[src/rtl/cruise_stalk_controller_unit_assert.svh]
`ifndef CRUISE_STALK_CONTROLLER_UNIT_ASSERT_SVH
`define CRUISE_STALK_CONTROLLER_UNIT_ASSERT_SVH

// same-cycle implication, clocked on aclk, off while in reset
`define CSC_ASSERT_NOW(label, ante, cons, msg) \
    label: assert property (@(posedge aclk) disable iff (!aresetn) (ante) |-> (cons)) \
        else $error(msg);

// next-cycle implication, clocked on aclk, off while in reset
`define CSC_ASSERT_NEXT(label, ante, cons, msg) \
    label: assert property (@(posedge aclk) disable iff (!aresetn) (ante) |=> (cons)) \
        else $error(msg);

`endif

[src/rtl/csc_pkg.sv]
`timescale 1ns / 1ps

package csc_pkg;

    // ladder windows, one bit wider than the sample since the up window ends above full scale
    localparam logic [12:0] UP_LO  = 13'd3600;
    localparam logic [12:0] UP_HI  = 13'd4500;
    localparam logic [12:0] DN_LO  = 13'd2600;
    localparam logic [12:0] DN_HI  = 13'd3500;
    localparam logic [12:0] DF_LO  = 13'd1600;
    localparam logic [12:0] DF_HI  = 13'd2500;
    localparam logic [12:0] DN2_LO = 13'd600;
    localparam logic [12:0] DN2_HI = 13'd1500;

    localparam logic [10:0] CRUISE_ID    = 11'h1D2;
    localparam logic [10:0] SPEED_ID     = 11'h1D3;
    localparam logic [7:0]  SPEED_B1_LOW = 8'h28;
    localparam logic [7:0]  SPEED_B1     = 8'h80 | SPEED_B1_LOW;
    localparam logic [7:0]  FRAME_LEN    = 8'd8;

    // command codes
    localparam logic CMD_LOOP  = 1'b0;
    localparam logic CMD_FRAME = 1'b1;

    // register indexes
    localparam int unsigned CFG_ADDR_W = 3;
    localparam int unsigned CFG_DATA_W = 16;
    localparam logic [CFG_ADDR_W-1:0] REG_REPEAT_INTERVAL  = 3'd0;
    localparam logic [CFG_ADDR_W-1:0] REG_IGNITION_TIMEOUT = 3'd1;
    localparam logic [CFG_ADDR_W-1:0] REG_BIG_STEP         = 3'd2;
    localparam logic [CFG_ADDR_W-1:0] REG_DEFAULT_SPEED    = 3'd3;
    localparam logic [CFG_ADDR_W-1:0] REG_SPEED_FRAME_ID   = 3'd4;
    localparam logic [CFG_ADDR_W-1:0] REG_CANCEL_FRAME_ID  = 3'd5;

    typedef struct packed {
        logic [15:0] repeat_interval_ms;
        logic [15:0] ignition_timeout_ms;
        logic [7:0]  big_step;
        logic [7:0]  default_speed;
        logic [10:0] speed_frame_id;
        logic [10:0] cancel_frame_id;
    } csc_cfg_t;

    localparam csc_cfg_t CSC_CFG_RESET = '{
        repeat_interval_ms:  16'd250,
        ignition_timeout_ms: 16'd500,
        big_step:            8'd5,
        default_speed:       8'd50,
        speed_frame_id:      11'd1,
        cancel_frame_id:     11'd2
    };

    typedef struct packed {
        logic        command;
        logic [31:0] now_ms;
        logic [11:0] adc_sample;
        logic        mode_pin;
        logic [10:0] frame_id;
        logic [7:0]  frame_byte;
    } csc_item_t;

    typedef struct packed {
        logic        frames_valid;
        logic        ignition_on;
        logic        cruise_on;
        logic [63:0] cruise_frame;
        logic [63:0] speed_frame;
    } csc_result_t;

    // index 0 is speed up, index 1 is speed down
    typedef struct packed {
        logic            engaged;
        logic [15:0]     target_speed;
        logic [15:0]     resume_speed;
        logic            ignition;
        logic [31:0]     last_seen_ms;
        logic            big_hop;
        logic [1:0]      button_held;
        logic [1:0][31:0] hold_start_ms;
        logic            mode_prev;
        logic            mode_latched;
    } csc_state_t;

    localparam csc_state_t CSC_STATE_RESET = '{
        engaged:       1'b0,
        target_speed:  16'd50,
        resume_speed:  16'd0,
        ignition:      1'b0,
        last_seen_ms:  32'd0,
        big_hop:       1'b0,
        button_held:   2'b00,
        hold_start_ms: '0,
        mode_prev:     1'b0,
        mode_latched:  1'b0
    };

    // close a frame body with its byte-sum check byte
    function automatic logic [63:0] csc_seal(input logic [55:0] body, input logic [10:0] id);
        logic [7:0] sum;
        sum = {5'd0, id[10:8]} + id[7:0] + FRAME_LEN;
        for (int k = 0; k < 7; k++) begin
            sum = sum + body[8*k +: 8];
        end
        return {sum, body};
    endfunction

endpackage

[src/rtl/csc_step.sv]
`timescale 1ns / 1ps

module csc_step (
    input  csc_pkg::csc_cfg_t    cfg_i,
    input  csc_pkg::csc_state_t  state_i,
    input  csc_pkg::csc_item_t   item_i,
    output csc_pkg::csc_state_t  state_o,
    output csc_pkg::csc_result_t result_o
);

    csc_pkg::csc_state_t st;
    csc_pkg::csc_result_t res;

    logic [31:0] since_seen;
    logic [31:0] held_up_ms;
    logic [31:0] held_dn_ms;
    logic [12:0] adc_w;
    logic        up_win;
    logic        dn_win;
    logic        dist_win;
    logic        repeat_up;
    logic        repeat_dn;
    logic [15:0] big_step_w;

    assign since_seen = item_i.now_ms - state_i.last_seen_ms;
    assign held_up_ms = item_i.now_ms - state_i.hold_start_ms[0];
    assign held_dn_ms = item_i.now_ms - state_i.hold_start_ms[1];
    assign repeat_up  = held_up_ms >= {16'd0, cfg_i.repeat_interval_ms};
    assign repeat_dn  = held_dn_ms >= {16'd0, cfg_i.repeat_interval_ms};
    assign big_step_w = {8'd0, cfg_i.big_step};
    assign adc_w      = {1'b0, item_i.adc_sample};

    assign up_win   = (adc_w >= csc_pkg::UP_LO) && (adc_w <= csc_pkg::UP_HI);
    assign dn_win   = (adc_w >= csc_pkg::DN_LO) && (adc_w <= csc_pkg::DN_HI);
    // distance buttons: no effect on speed or holds
    assign dist_win = ((adc_w >= csc_pkg::DF_LO) && (adc_w <= csc_pkg::DF_HI))
                   || ((adc_w >= csc_pkg::DN2_LO) && (adc_w <= csc_pkg::DN2_HI));

    always_comb begin
        st  = state_i;
        res = '0;
        if (item_i.command == csc_pkg::CMD_FRAME) begin
            if (item_i.frame_id == cfg_i.speed_frame_id) begin
                st.ignition     = 1'b1;
                st.last_seen_ms = item_i.now_ms;
                if (!st.engaged) begin
                    st.target_speed = {8'd0, item_i.frame_byte};
                end
            end else if (item_i.frame_id == cfg_i.cancel_frame_id) begin
                st.resume_speed = st.target_speed;
                st.engaged      = 1'b0;
            end
        end else begin
            if (since_seen > {16'd0, cfg_i.ignition_timeout_ms}) begin
                st.ignition = 1'b0;
            end
            if (st.ignition) begin
                if (up_win) begin
                    if (!st.button_held[0]) begin
                        st.hold_start_ms[0] = item_i.now_ms;
                        st.button_held[0]   = 1'b1;
                        if (!st.engaged) begin
                            st.engaged      = 1'b1;
                            st.target_speed = st.resume_speed;
                        end
                    end else if (repeat_up) begin
                        st.hold_start_ms[0] = item_i.now_ms;
                        if (st.engaged) begin
                            st.target_speed = st.target_speed + big_step_w;
                            st.big_hop      = 1'b1;
                        end
                    end
                end else if (dn_win) begin
                    if (!st.button_held[1]) begin
                        st.hold_start_ms[1] = item_i.now_ms;
                        st.button_held[1]   = 1'b1;
                    end else if (repeat_dn) begin
                        st.hold_start_ms[1] = item_i.now_ms;
                        if (st.engaged) begin
                            st.target_speed = st.target_speed - big_step_w;
                            st.big_hop      = 1'b1;
                        end
                    end
                end else if (!dist_win) begin
                    // release: up first, a pending big hop eats one tap step
                    if (st.button_held[0]) begin
                        if (!st.big_hop) begin
                            st.target_speed = st.target_speed + 16'd1;
                        end else begin
                            st.big_hop = 1'b0;
                        end
                        st.button_held[0]   = 1'b0;
                        st.hold_start_ms[0] = '0;
                    end
                    if (st.button_held[1]) begin
                        if (!st.big_hop) begin
                            st.target_speed = st.target_speed - 16'd1;
                        end else begin
                            st.big_hop = 1'b0;
                        end
                        st.button_held[1]   = 1'b0;
                        st.hold_start_ms[1] = '0;
                    end
                end

                // mode toggles on a latched rising edge
                if (item_i.mode_pin) begin
                    if (!st.mode_prev) begin
                        if (!st.mode_latched) begin
                            st.engaged = !st.engaged;
                        end
                        st.mode_latched = 1'b1;
                    end else begin
                        st.mode_latched = 1'b0;
                    end
                end
                st.mode_prev = item_i.mode_pin;

                res.frames_valid = 1'b1;
                res.cruise_frame = csc_pkg::csc_seal(
                    {8'd0, st.engaged, 7'd0, 32'd0, 2'b00, st.engaged, 5'd0},
                    csc_pkg::CRUISE_ID);
                res.speed_frame  = csc_pkg::csc_seal(
                    {32'd0, st.target_speed[7:0], csc_pkg::SPEED_B1, 8'd0},
                    csc_pkg::SPEED_ID);
            end else begin
                st.target_speed = {8'd0, cfg_i.default_speed};
                st.engaged      = 1'b0;
            end
        end
        res.ignition_on = st.ignition;
        res.cruise_on   = st.engaged;
    end

    assign state_o  = st;
    assign result_o = res;

endmodule

[src/rtl/cruise_stalk_controller_unit.sv]
// Cruise stalk controller.
// Input stream s_axis: tuser is the command (0 loop pass, 1 received frame),
// tdata carries the time stamp, ladder sample, mode pin and frame fields.
// Every request gives exactly one result on m_axis: tuser says whether the
// two output frames are valid, tdata holds the flags and both frames.
// Configuration: cfg_we writes cfg_wdata into register cfg_addr (0 repeat
// interval, 1 ignition timeout, 2 big step, 3 default speed, 4 speed frame
// id, 5 cancel frame id); other indexes are ignored.
// A request taken is held in the input register; the state update then loads
// its result into the result register. Throughput: one request per cycle while
// m_axis_tready is high, set by the combinational state update between them.
// When m_axis_tready is low the result register holds and the input
// register still takes one more request; after that s_axis_tready drops.
// Reset (aresetn low, synchronous) empties both registers and loads the
// register defaults and the idle controller state.
`timescale 1ns / 1ps
`include "cruise_stalk_controller_unit_assert.svh"

module cruise_stalk_controller_unit (
    input  logic                                aclk,
    input  logic                                aresetn,
    input  logic                                cfg_we,
    input  logic [csc_pkg::CFG_ADDR_W-1:0]      cfg_addr,
    input  logic [csc_pkg::CFG_DATA_W-1:0]      cfg_wdata,
    input  logic                                s_axis_tvalid,
    output logic                                s_axis_tready,
    // now_ms[31:0], adc_sample[43:32], mode_pin[44], frame_id[55:45], frame_byte[63:56]
    input  logic [63:0]                         s_axis_tdata,
    // command[0]
    input  logic                                s_axis_tuser,
    output logic                                m_axis_tvalid,
    input  logic                                m_axis_tready,
    // ignition_on[0], cruise_on[1], cruise_frame[65:2], speed_frame[129:66], zero[135:130]
    output logic [135:0]                        m_axis_tdata,
    // frames_valid[0]
    output logic                                m_axis_tuser
);

    csc_pkg::csc_cfg_t    cfg_reg,   cfg_next;
    csc_pkg::csc_state_t  state_reg, state_next;
    csc_pkg::csc_item_t   in_item_reg, in_item_next;
    csc_pkg::csc_result_t out_res_reg, out_res_next;
    csc_pkg::csc_result_t step_res;
    csc_pkg::csc_state_t  step_state;
    logic                 in_valid_reg,  in_valid_next;
    logic                 out_valid_reg, out_valid_next;
    logic                 step_go;
    logic                 in_take;

    assign step_go       = in_valid_reg && (!out_valid_reg || m_axis_tready);
    assign s_axis_tready = !in_valid_reg || step_go;
    assign in_take       = s_axis_tvalid && s_axis_tready;

    csc_step u_step (
        .cfg_i    (cfg_reg),
        .state_i  (state_reg),
        .item_i   (in_item_reg),
        .state_o  (step_state),
        .result_o (step_res)
    );

    always_comb begin
        cfg_next = cfg_reg;
        if (cfg_we) begin
            case (cfg_addr)
                csc_pkg::REG_REPEAT_INTERVAL:  cfg_next.repeat_interval_ms  = cfg_wdata;
                csc_pkg::REG_IGNITION_TIMEOUT: cfg_next.ignition_timeout_ms = cfg_wdata;
                csc_pkg::REG_BIG_STEP:         cfg_next.big_step            = cfg_wdata[7:0];
                csc_pkg::REG_DEFAULT_SPEED:    cfg_next.default_speed       = cfg_wdata[7:0];
                csc_pkg::REG_SPEED_FRAME_ID:   cfg_next.speed_frame_id      = cfg_wdata[10:0];
                csc_pkg::REG_CANCEL_FRAME_ID:  cfg_next.cancel_frame_id     = cfg_wdata[10:0];
                default: ;
            endcase
        end
    end

    always_comb begin
        in_item_next            = in_item_reg;
        in_item_next.command    = s_axis_tuser;
        in_item_next.now_ms     = s_axis_tdata[31:0];
        in_item_next.adc_sample = s_axis_tdata[43:32];
        in_item_next.mode_pin   = s_axis_tdata[44];
        in_item_next.frame_id   = s_axis_tdata[55:45];
        in_item_next.frame_byte = s_axis_tdata[63:56];
        if (!in_take) begin
            in_item_next = in_item_reg;
        end
    end

    assign in_valid_next  = in_take ? 1'b1 : (step_go ? 1'b0 : in_valid_reg);
    assign out_valid_next = step_go ? 1'b1 : (m_axis_tready ? 1'b0 : out_valid_reg);
    assign state_next     = step_go ? step_state : state_reg;
    assign out_res_next   = step_go ? step_res : out_res_reg;

    always_ff @(posedge aclk) begin
        if (!aresetn) begin
            cfg_reg       <= csc_pkg::CSC_CFG_RESET;
            state_reg     <= csc_pkg::CSC_STATE_RESET;
            in_valid_reg  <= 1'b0;
            out_valid_reg <= 1'b0;
        end else begin
            cfg_reg       <= cfg_next;
            state_reg     <= state_next;
            in_valid_reg  <= in_valid_next;
            out_valid_reg <= out_valid_next;
        end
    end

    always_ff @(posedge aclk) begin
        in_item_reg <= in_item_next;
        out_res_reg <= out_res_next;
    end

    assign m_axis_tvalid = out_valid_reg;
    assign m_axis_tuser  = out_res_reg.frames_valid;
    assign m_axis_tdata  = {6'd0, out_res_reg.speed_frame, out_res_reg.cruise_frame,
                            out_res_reg.cruise_on, out_res_reg.ignition_on};

    `CSC_ASSERT_NEXT(a_step_loads_result, step_go, out_valid_reg, "processed request left no result")
    `CSC_ASSERT_NEXT(a_input_held, in_valid_reg && !step_go, in_valid_reg, "pending request was lost")
    `CSC_ASSERT_NOW(a_frames_need_ignition, out_valid_reg && out_res_reg.frames_valid, out_res_reg.ignition_on, "frames sent with ignition off")
    `CSC_ASSERT_NOW(a_idle_frames_zero, out_valid_reg && !out_res_reg.frames_valid, (out_res_reg.cruise_frame == 64'd0) && (out_res_reg.speed_frame == 64'd0), "invalid frames are not zero")

endmodule

[config.mk]
export PLATFORM = sky130hd
export DESIGN_NAME = cruise_stalk_controller_unit
export DESIGN_NICKNAME = d
export VERILOG_FILES = /design/src/rtl/csc_pkg.sv /design/src/rtl/csc_step.sv /design/src/rtl/cruise_stalk_controller_unit.sv
export VERILOG_INCLUDE_DIRS = /design/src /design/src/rtl
export SDC_FILE = /design/constraint.sdc
export NUM_CORES = 1
export LEC_CHECK = 0
export BUFFER_PORTS_ARGS = -buffer_cell sky130_fd_sc_hd__buf_4
export CAP_MARGIN = 40
export CORE_MARGIN = 4
export CORE_UTILIZATION = 45
export CTS_CLUSTER_SIZE = 24
export DETAILED_ROUTE_END_ITERATION = 6
export GPL_TIMING_DRIVEN = 1
export MAX_ROUTING_LAYER = met4
export PLACE_DENSITY = 0.62
export SLEW_MARGIN = 20
export SYNTH_ARGS = -nofsm -noshare
export SYNTH_HDL_FRONTEND = slang
export SYNTH_SLANG_ARGS = --single-unit
[constraint.sdc]
create_clock -name aclk -period 10.9 [get_ports aclk]
set_clock_uncertainty 0.2 [all_clocks]
set_input_delay 0.545 -clock aclk [delete_from_list [all_inputs] [get_ports aclk]]
set_output_delay 0.545 -clock aclk [all_outputs]
set_load 0.02 [all_outputs]
# --- Word level (Yosys, flattened, before mapping) ---
# Index checks and enable logic that the tools add are counted.
word_totals:
  ff_bits: 403
  inputBits: 89
  out_inout_bits: 139
  wordCells: 193
op_classes:
  addsub: 10
  order_cmp: 11
  n_eq_ne: 26
  mux: 73
  bitwise: 4
  n_reduce_logical: 35
ops:
  columns: ["cell", "count"]
  rows:
  - ["$mux W16", 24]
  - ["$mux W32", 9]
  - ["$sub A32 B32 Y32", 3]
  - ["$mux W67", 1]
  - ["$ge A32 B16 Y1", 2]
  - ["$mux W1", 34]
  - ["$mux W17", 2]
  - ["$mux W33", 1]
  - ["$gt A32 B16 Y1", 1]
  - ["$ge A12 B12 Y1 const B", 2]
  - ["$le A12 B12 Y1 const B", 2]
  - ["$eq A11 B11 Y1", 2]
  - ["$add A16 B1 Y16 const B", 1]
  - ["$add A16 B8 Y16", 1]
  - ["$sub A16 B1 Y16 const B", 1]
  - ["$sub A16 B8 Y16", 1]
  - ["$ne A5 B4 Y1 const B", 3]
  - ["$reduce_and A7 Y1", 2]
  - ["$le A12 B13 Y1 const B", 1]
  - ["$ge A12 B10 Y1 const B", 1]
  - ["$ge A12 B11 Y1 const B", 1]
  - ["$le A12 B11 Y1 const B", 1]
  - ["$reduce_and A2 Y1", 6]
  - ["$ne A5 B5 Y1 const B", 2]
  - ["other kinds (26)", 55]

# --- Depth between registers and ports, before layout ---
depth:
  word_depth: 18
  ltp_mapped: 28
  mapped_depth_nobuf: 26

# --- By module ---
# A second synthesis with hierarchy kept.
unflattened:
  cells_unflattened: 3120
  area_unflattened_um2: 27053.4
modules_own_cells:
  columns: ["module", "n_inst", "cells_per_inst", "area_each_um2", "seq_area_each_um2"]
  rows:
  - ["cruise_stalk_controller_unit", 1, 1059, 13679.4, 10029.6]
  - ["csc_step", 1, 2061, 13374.1, 0.0]

# --- Least setup slack after synthesis ---
# No wires, ideal clock.
synth_path:
  kind: "reg2reg"
  start: "reg in_item_reg[32] (netlist bit)"
  end: "reg out_res_reg, in the netlist m_axis_tdata[128] (data pin)"
  setup_ns: 0.270
  t_arrival_ns: 5.243
  required_ns: 10.430
  path_slack_ns: 5.188
  stages_incl_launch_ff: 27
  path_buffers: 0
  period_less_slack_ns: 5.712
  cell_sequence: "edfxtp_1 -> inv_1 -> ha_1 -> inv_1 -> fa_1 -> a211oi_1 -> o21ai_1 -> a31oi_1 -> o21bai_1 -> xor2_1 -> ha_1 -> a211oi_1 -> nor2_1 -> a221oi_1 -> o21a_1 -> o211ai_1 -> or4_4 -> or4_1 -> o21ai_0 -> o31ai_1 -> a221oi_1 -> inv_1 -> ha_1 -> inv_1 -> or2_2 -> or3b_2 -> a21oi_1"
synth_between:
  elab_chain_cells: 9
  elab_cells_between_ends: 19
  cone_classes: "add/sub: 4; order compare: 3; mux: 10; bitwise: 1; reduce/logical: 1"
synth_lines:
  columns: ["element", "line_no", "text"]
  rows:
  - ["start, declared", "cruise_stalk_controller_unit.sv:41", "csc_pkg::csc_item_t in_item_reg, in_item_next;"]
  - ["start signal, assigned", "cruise_stalk_controller_unit.sv:110", "in_item_reg <= in_item_next;"]
  - ["$sub A32 B32 Y32", "csc_step.sv:27", "assign held_dn_ms = item_i.now_ms - state_i.hold_start_ms[1];"]
  - ["$ge A32 B16 Y1", "csc_step.sv:29", "assign repeat_dn = held_dn_ms >= {16'd0, cfg_i.repeat_interval_ms};"]
  - ["$mux W16", "csc_step.sv:77", "end else if (repeat_dn) begin"]
  - ["$mux W16", "csc_step.sv:74", "if (!st.button_held[1]) begin"]
  - ["$mux W16", "csc_step.sv:73", "end else if (dn_win) begin"]
  - ["$mux W16", "csc_step.sv:58", "if (up_win) begin"]
  - ["$mux W16", "csc_step.sv:57", "if (st.ignition) begin"]
  - ["$mux W16", "csc_step.sv:42", "if (item_i.command == csc_pkg::CMD_FRAME) begin"]
  - ["$add A8 B8 Y8", "csc_pkg.sv:102", "sum = sum + body[8*k +: 8];"]
  - ["end signal, assigned", "cruise_stalk_controller_unit.sv:111", "out_res_reg <= out_res_next;"]
  - ["end, declared", "cruise_stalk_controller_unit.sv:42", "csc_pkg::csc_result_t out_res_reg, out_res_next;"]
# Parallel ways exist; a longest one is shown, timed or not. The select of a mux whose other input is x is not followed.
# A chain may end at the register's enable or synchronous reset.

# --- Worst setup path after layout ---
layout_path:
  start: "reg in_item_reg[33] (netlist bit)"
  end: "reg state_reg[11] (netlist bit)"
layout_between:
  elab_chain_cells: 5
  elab_cells_between_ends: 8
  cone_classes: "add/sub: 2; order compare: 2; eq/ne: 1; mux: 2; reduce/logical: 1"
layout_lines:
  columns: ["element", "line_no", "text"]
  rows:
  - ["$sub A32 B32 Y32", "csc_step.sv:25", "assign since_seen = item_i.now_ms - state_i.last_seen_ms;"]
  - ["$gt A32 B16 Y1", "csc_step.sv:54", "if (since_seen > {16'd0, cfg_i.ignition_timeout_ms}) begin"]
  - ["$mux W1", "csc_step.sv:54", null]
  - ["$mux W1", "csc_step.sv:42", null]
  - ["$reduce_and A7 Y1 (no source line) (*)", null, null]
  - ["end signal, assigned", "cruise_stalk_controller_unit.sv:98", "state_reg <= csc_pkg::CSC_STATE_RESET;"]
  - ["end signal, assigned", "cruise_stalk_controller_unit.sv:103", "state_reg <= state_next;"]
  - ["end, declared", "cruise_stalk_controller_unit.sv:40", "csc_pkg::csc_state_t state_reg, state_next;"]
# Mark *: on every way between the ends. The rest lies on a longest branch, timed or not. The select of a mux whose other input is x is not followed.

==> run_summary.xml <==
<?xml version="1.0" encoding="UTF-8"?>
<metrics>
  <group name="job">
    <metric name="cap_viol_max_count" unit="">0</metric>
  </group>
  <group name="die">
    <metric name="boundaryPins" unit="">228</metric>
    <metric name="dieWidth" unit="µm">218</metric>
    <metric name="die_y" unit="µm">218</metric>
    <metric name="floorplan.rows" unit="">76</metric>
    <metric name="design.die.area" unit="mm²">0.0477</metric>
    <metric name="floorplan.initialDensity" unit="">0.459</metric>
    <metric name="core_area" unit="mm²">0.0435</metric>
  </group>
  <group name="final_layout">
    <metric name="mostFrequentLayoutCell" unit="">sky130_fd_sc_hd__nand2_1</metric>
    <metric name="top_library_cells_by_usage_in_the_layout_fill_and_taps_aside" unit="">sky130_fd_sc_hd__nand2_1, sky130_fd_sc_hd__dfxtp_1, sky130_fd_sc_hd__a21oi_1, sky130_fd_sc_hd__inv_1, sky130_fd_sc_hd__nor2_1</metric>
    <metric name="post-route-util" unit="">0.521</metric>
    <metric name="num_antenna_cells" unit="">0</metric>
    <metric name="nNetsFinal" unit="">2744</metric>
    <metric name="fin_area" unit="mm²">0.0226</metric>
    <metric name="largest_reg_flops" unit="">119</metric>
    <metric name="drive_above_1_share" unit="">0.0937</metric>
    <metric name="fin_cells" unit="">3103</metric>
    <metric name="layout-area-overhead-vs-synth" unit="%">13.6</metric>
  </group>
  <group name="global_routing">
    <metric name="grt_pass1_wl" unit="µm">94300</metric>
    <metric name="track_usage" unit="">0.255</metric>
    <metric name="grt_antenna_before_repair" unit="">0</metric>
    <metric name="largest_net_degree_at_the_start_of_global_routing" unit="">69</metric>
    <metric name="grt_pass1_vias" unit="">16824</metric>
    <metric name="globalRoute.totalOverflow" unit="">0</metric>
  </group>
  <group name="clock_network">
    <metric name="cts_made_buffers" unit="">34</metric>
    <metric name="cts.sinks" unit="">276</metric>
    <metric name="cts-hold-fix-buffers" unit="">64</metric>
    <metric name="post_cts_resized" unit="">0</metric>
    <metric name="tritoncts" unit="">built</metric>
    <metric name="worst_setup_hold_path_clk_slew" unit="ns">0.06</metric>
    <metric name="worstSkewPairLatency" unit="ns">0.56</metric>
    <metric name="clock_path_buffers" unit="">3</metric>
    <metric name="clock-root-buffer" unit="">sky130_fd_sc_hd__clkbuf_16</metric>
    <metric name="h_tree_lvl_count" unit="">2</metric>
    <metric name="post-cts-setup-buffers" unit="">0</metric>
  </group>
  <group name="logic_synthesis">
    <metric name="netlist_area_before_placement" unit="mm²">0.0199</metric>
    <metric name="netlist-cell-type-count" unit="">89</metric>
    <metric name="postSynthCellCount" unit="">2379</metric>
    <metric name="yosysWarnings" unit="">0</metric>
    <metric name="async_reset_ff_frac" unit="">0</metric>
    <metric name="syn_avg_cell_area" unit="µm²">8.38</metric>
    <metric name="post-synth-top-area-fraction" unit="">0.192</metric>
    <metric name="ys_seq_elements" unit="">276</metric>
    <metric name="synth_sequential_area_ratio" unit="">0.320</metric>
    <metric name="synth_largest_area_cell" unit="">sky130_fd_sc_hd__dfxtp_1</metric>
    <metric name="synth_enable_flop_cells" unit="">85</metric>
    <metric name="synth_area_leaders" unit="">sky130_fd_sc_hd__dfxtp_1, sky130_fd_sc_hd__edfxtp_1, sky130_fd_sc_hd__ha_1, sky130_fd_sc_hd__a21oi_1, sky130_fd_sc_hd__buf_4</metric>
    <metric name="yosys_most_used_dff" unit="">sky130_fd_sc_hd__dfxtp_1</metric>
  </group>
  <group name="min_path">
    <metric name="worst_hold_path_type" unit="">in2reg</metric>
    <metric name="hold_depth" unit="">1</metric>
    <metric name="timing.hold.worst.start" unit="">s_axis_tdata[0]</metric>
    <metric name="worst_hold_path.endpoint" unit="">in_item_reg[32]</metric>
  </group>
  <group name="placed_design">
    <metric name="io_buffers" unit="">121</metric>
    <metric name="placed_cells_incl_taps" unit="">2974</metric>
    <metric name="gp_routability_congestion" unit="">0.973</metric>
    <metric name="dpl-instance-area" unit="mm²">0.0208</metric>
    <metric name="detailed_place_hpwl" unit="µm">45500</metric>
  </group>
  <group name="timing">
    <metric name="grt_setup_unrepaired" unit="">false</metric>
    <metric name="final.setup.tns" unit="ns">0</metric>
    <metric name="finalSetupViolCount" unit="">0</metric>
    <metric name="relSlewSlack" unit="">0.440</metric>
    <metric name="hold_violation_count_in_the_final_report" unit="">0</metric>
    <metric name="maxSlewViolCount" unit="">0</metric>
    <metric name="hold_slack" unit="ns">0.0213</metric>
    <metric name="worstMarginPinSlew" unit="ns">0.840</metric>
    <metric name="period_needed" unit="ns">6.94</metric>
    <metric name="min_period_over_period" unit="">0.637</metric>
    <metric name="max_freq" unit="MHz">144</metric>
  </group>
  <group name="setup_path">
    <metric name="crit_path_end_kind" unit="">flop</metric>
    <metric name="critical_path_peak_fanout" unit="">32</metric>
    <metric name="crit_type" unit="">reg2reg</metric>
    <metric name="reg2reg_slack" unit="ns">3.96</metric>
    <metric name="cp_data_required_time" unit="ns">11.13</metric>
    <metric name="worstReg2RegEnd" unit="">state_reg[11]</metric>
    <metric name="start_kind" unit="">flop</metric>
    <metric name="r2r.worst_path.cells" unit="">23</metric>
    <metric name="timing.critical_path.arrival" unit="ns">7.17</metric>
    <metric name="worst_r2r_startpoint" unit="">in_item_reg[33]</metric>
  </group>
  <group name="pwr">
    <metric name="cellPowerDensity" unit="mW/mm²">123</metric>
    <metric name="vdd.ir_drop.worst" unit="mV">0.128</metric>
    <metric name="power.static_leakage" unit="nW">8.85</metric>
  </group>
  <group name="route">
    <metric name="routed_wire_length_per_instance" unit="µm">19.7</metric>
    <metric name="route.detailed.drc" unit="">0</metric>
    <metric name="drtAntennaViolNets" unit="">0</metric>
    <metric name="wl" unit="µm">61000</metric>
    <metric name="post_drt_via_cell_ratio" unit="">5.74</metric>
    <metric name="detailedRoute.firstIterationViolations" unit="">1391</metric>
    <metric name="via_count" unit="">17813</metric>
    <metric name="drt-pass1-iter-count" unit="">6</metric>
  </group>
  <group name="outcome">
    <metric name="run_status" unit="">complete, no violations</metric>
  </group>
</metrics>
-- worst max-delay path by stage --
stage	from	end	slack (ns)
floorplan	in_item_reg[32]	m_axis_tdata[128]	5.19
global placement	in_item_reg[32]	state_reg[7]	4.25
detailed placement	in_item_reg[32]	state_reg[44]	4.14
CTS	in_item_reg[32]	state_reg[11]	4.08
global route	in_item_reg[33]	state_reg[11]	3.45
finish	in_item_reg[33]	state_reg[11]	3.96
-- layer usage --
| metal | up-vias | part of all wire | global-route usage |
|---|---|---|---|
| met3 | 107 | 0.061 | 0.0388 |
| met1 | 8448 | 0.46 | 0.345 |
| met2 | 625 | 0.45 | 0.391 |
| met5 | - | 0 | - |
| met4 | 0 | 0.033 | 0.0881 |
| li1 | 8633 | - | - |
-- where the power goes --
part | total [mW] | switching (mW) | internal, mW
clock | 1.16 | 0.481 | 0.682
combinational | 0.496 | 0.307 | 0.189
sequential | 1.12 | 0.0353 | 1.09
total | 2.78 | 0.823 | 1.96
-- synth_stat cells, drive strengths merged (6+ instances only) --
master and count:
a31oi 16, or3 12, ha 158, and2 14, a2111oi 13, o21a 25
or2 8, nor3 27, edfxtp 85, a21o 62, inv 183, o221a 6
a22o 35, o21bai 23, and3 17, nand3 39, xnor2 43, o31ai 47
o22ai 7, nor2b 21, a211o 11, buf 132, a211oi 25, nand4 83
a21oi 190, dfxtp 191, o221ai 7, mux2i 63, nor2 164, clkbuf 99
o21ai 87, nand2b 22, o2111ai 9, nand2 234, nor4 17, xor2 53
and4 13, a221o 12, o211ai 33, or4 6
-- worst max-delay path, stage by stage (launching register included) --
cell                        delay, ns
sky130_fd_sc_hd__edfxtp_1        0.55
sky130_fd_sc_hd__ha_1            0.34
sky130_fd_sc_hd__nor2b_1         0.13
sky130_fd_sc_hd__o21a_1          0.18
sky130_fd_sc_hd__o21ai_0         0.52
sky130_fd_sc_hd__a21oi_1         0.17
sky130_fd_sc_hd__and3_1          0.24
sky130_fd_sc_hd__a211oi_1        0.27
sky130_fd_sc_hd__xnor2_1         0.17
sky130_fd_sc_hd__ha_1            0.27
sky130_fd_sc_hd__a21o_1          0.19
sky130_fd_sc_hd__a21o_1          0.17
sky130_fd_sc_hd__a21o_1          0.18
sky130_fd_sc_hd__a2111oi_0       0.47
sky130_fd_sc_hd__o2111ai_1       0.37
sky130_fd_sc_hd__a211oi_1        0.38
sky130_fd_sc_hd__nand4_1         0.15
sky130_fd_sc_hd__nor4_1          0.20
sky130_fd_sc_hd__nand4_1         0.22
sky130_fd_sc_hd__or2_2           0.54
sky130_fd_sc_hd__nor2_1          0.18
sky130_fd_sc_hd__a41oi_2         0.14
sky130_fd_sc_hd__buf_4           0.30
sky130_fd_sc_hd__a22o_1          0.29
-- through the flow --
step | power (mW) | setup WS, ns
floorplan | 1.49 | 5.19
detailed placement | 1.61 | 4.14
global placement | 1.60 | 4.25
finish | 2.78 | 3.96
global route | 2.90 | 3.45
CTS | 2.80 | 4.08
-- kinds of logic after synthesis --
kind of cell	share of synthesized area
other cells	0.000188
simple gates	0.171
flops	0.320
compound gates	0.227
fa+ha+maj	0.104
buf+inv	0.102
mux	0.0344
xor+xnor	0.0422
-- layout make-up --
cell class | instances | area (µm²)
multi-input combinational | 1794 | 12000
clock buffer | 41 | 917
clock inverter | 21 | 228
sequential | 276 | 6380
fill | 4061 | 20800
timing repair buffer | 203 | 1720
tap | 585 | 732
inverter | 183 | 689
(Power assumes the default switching activity.)
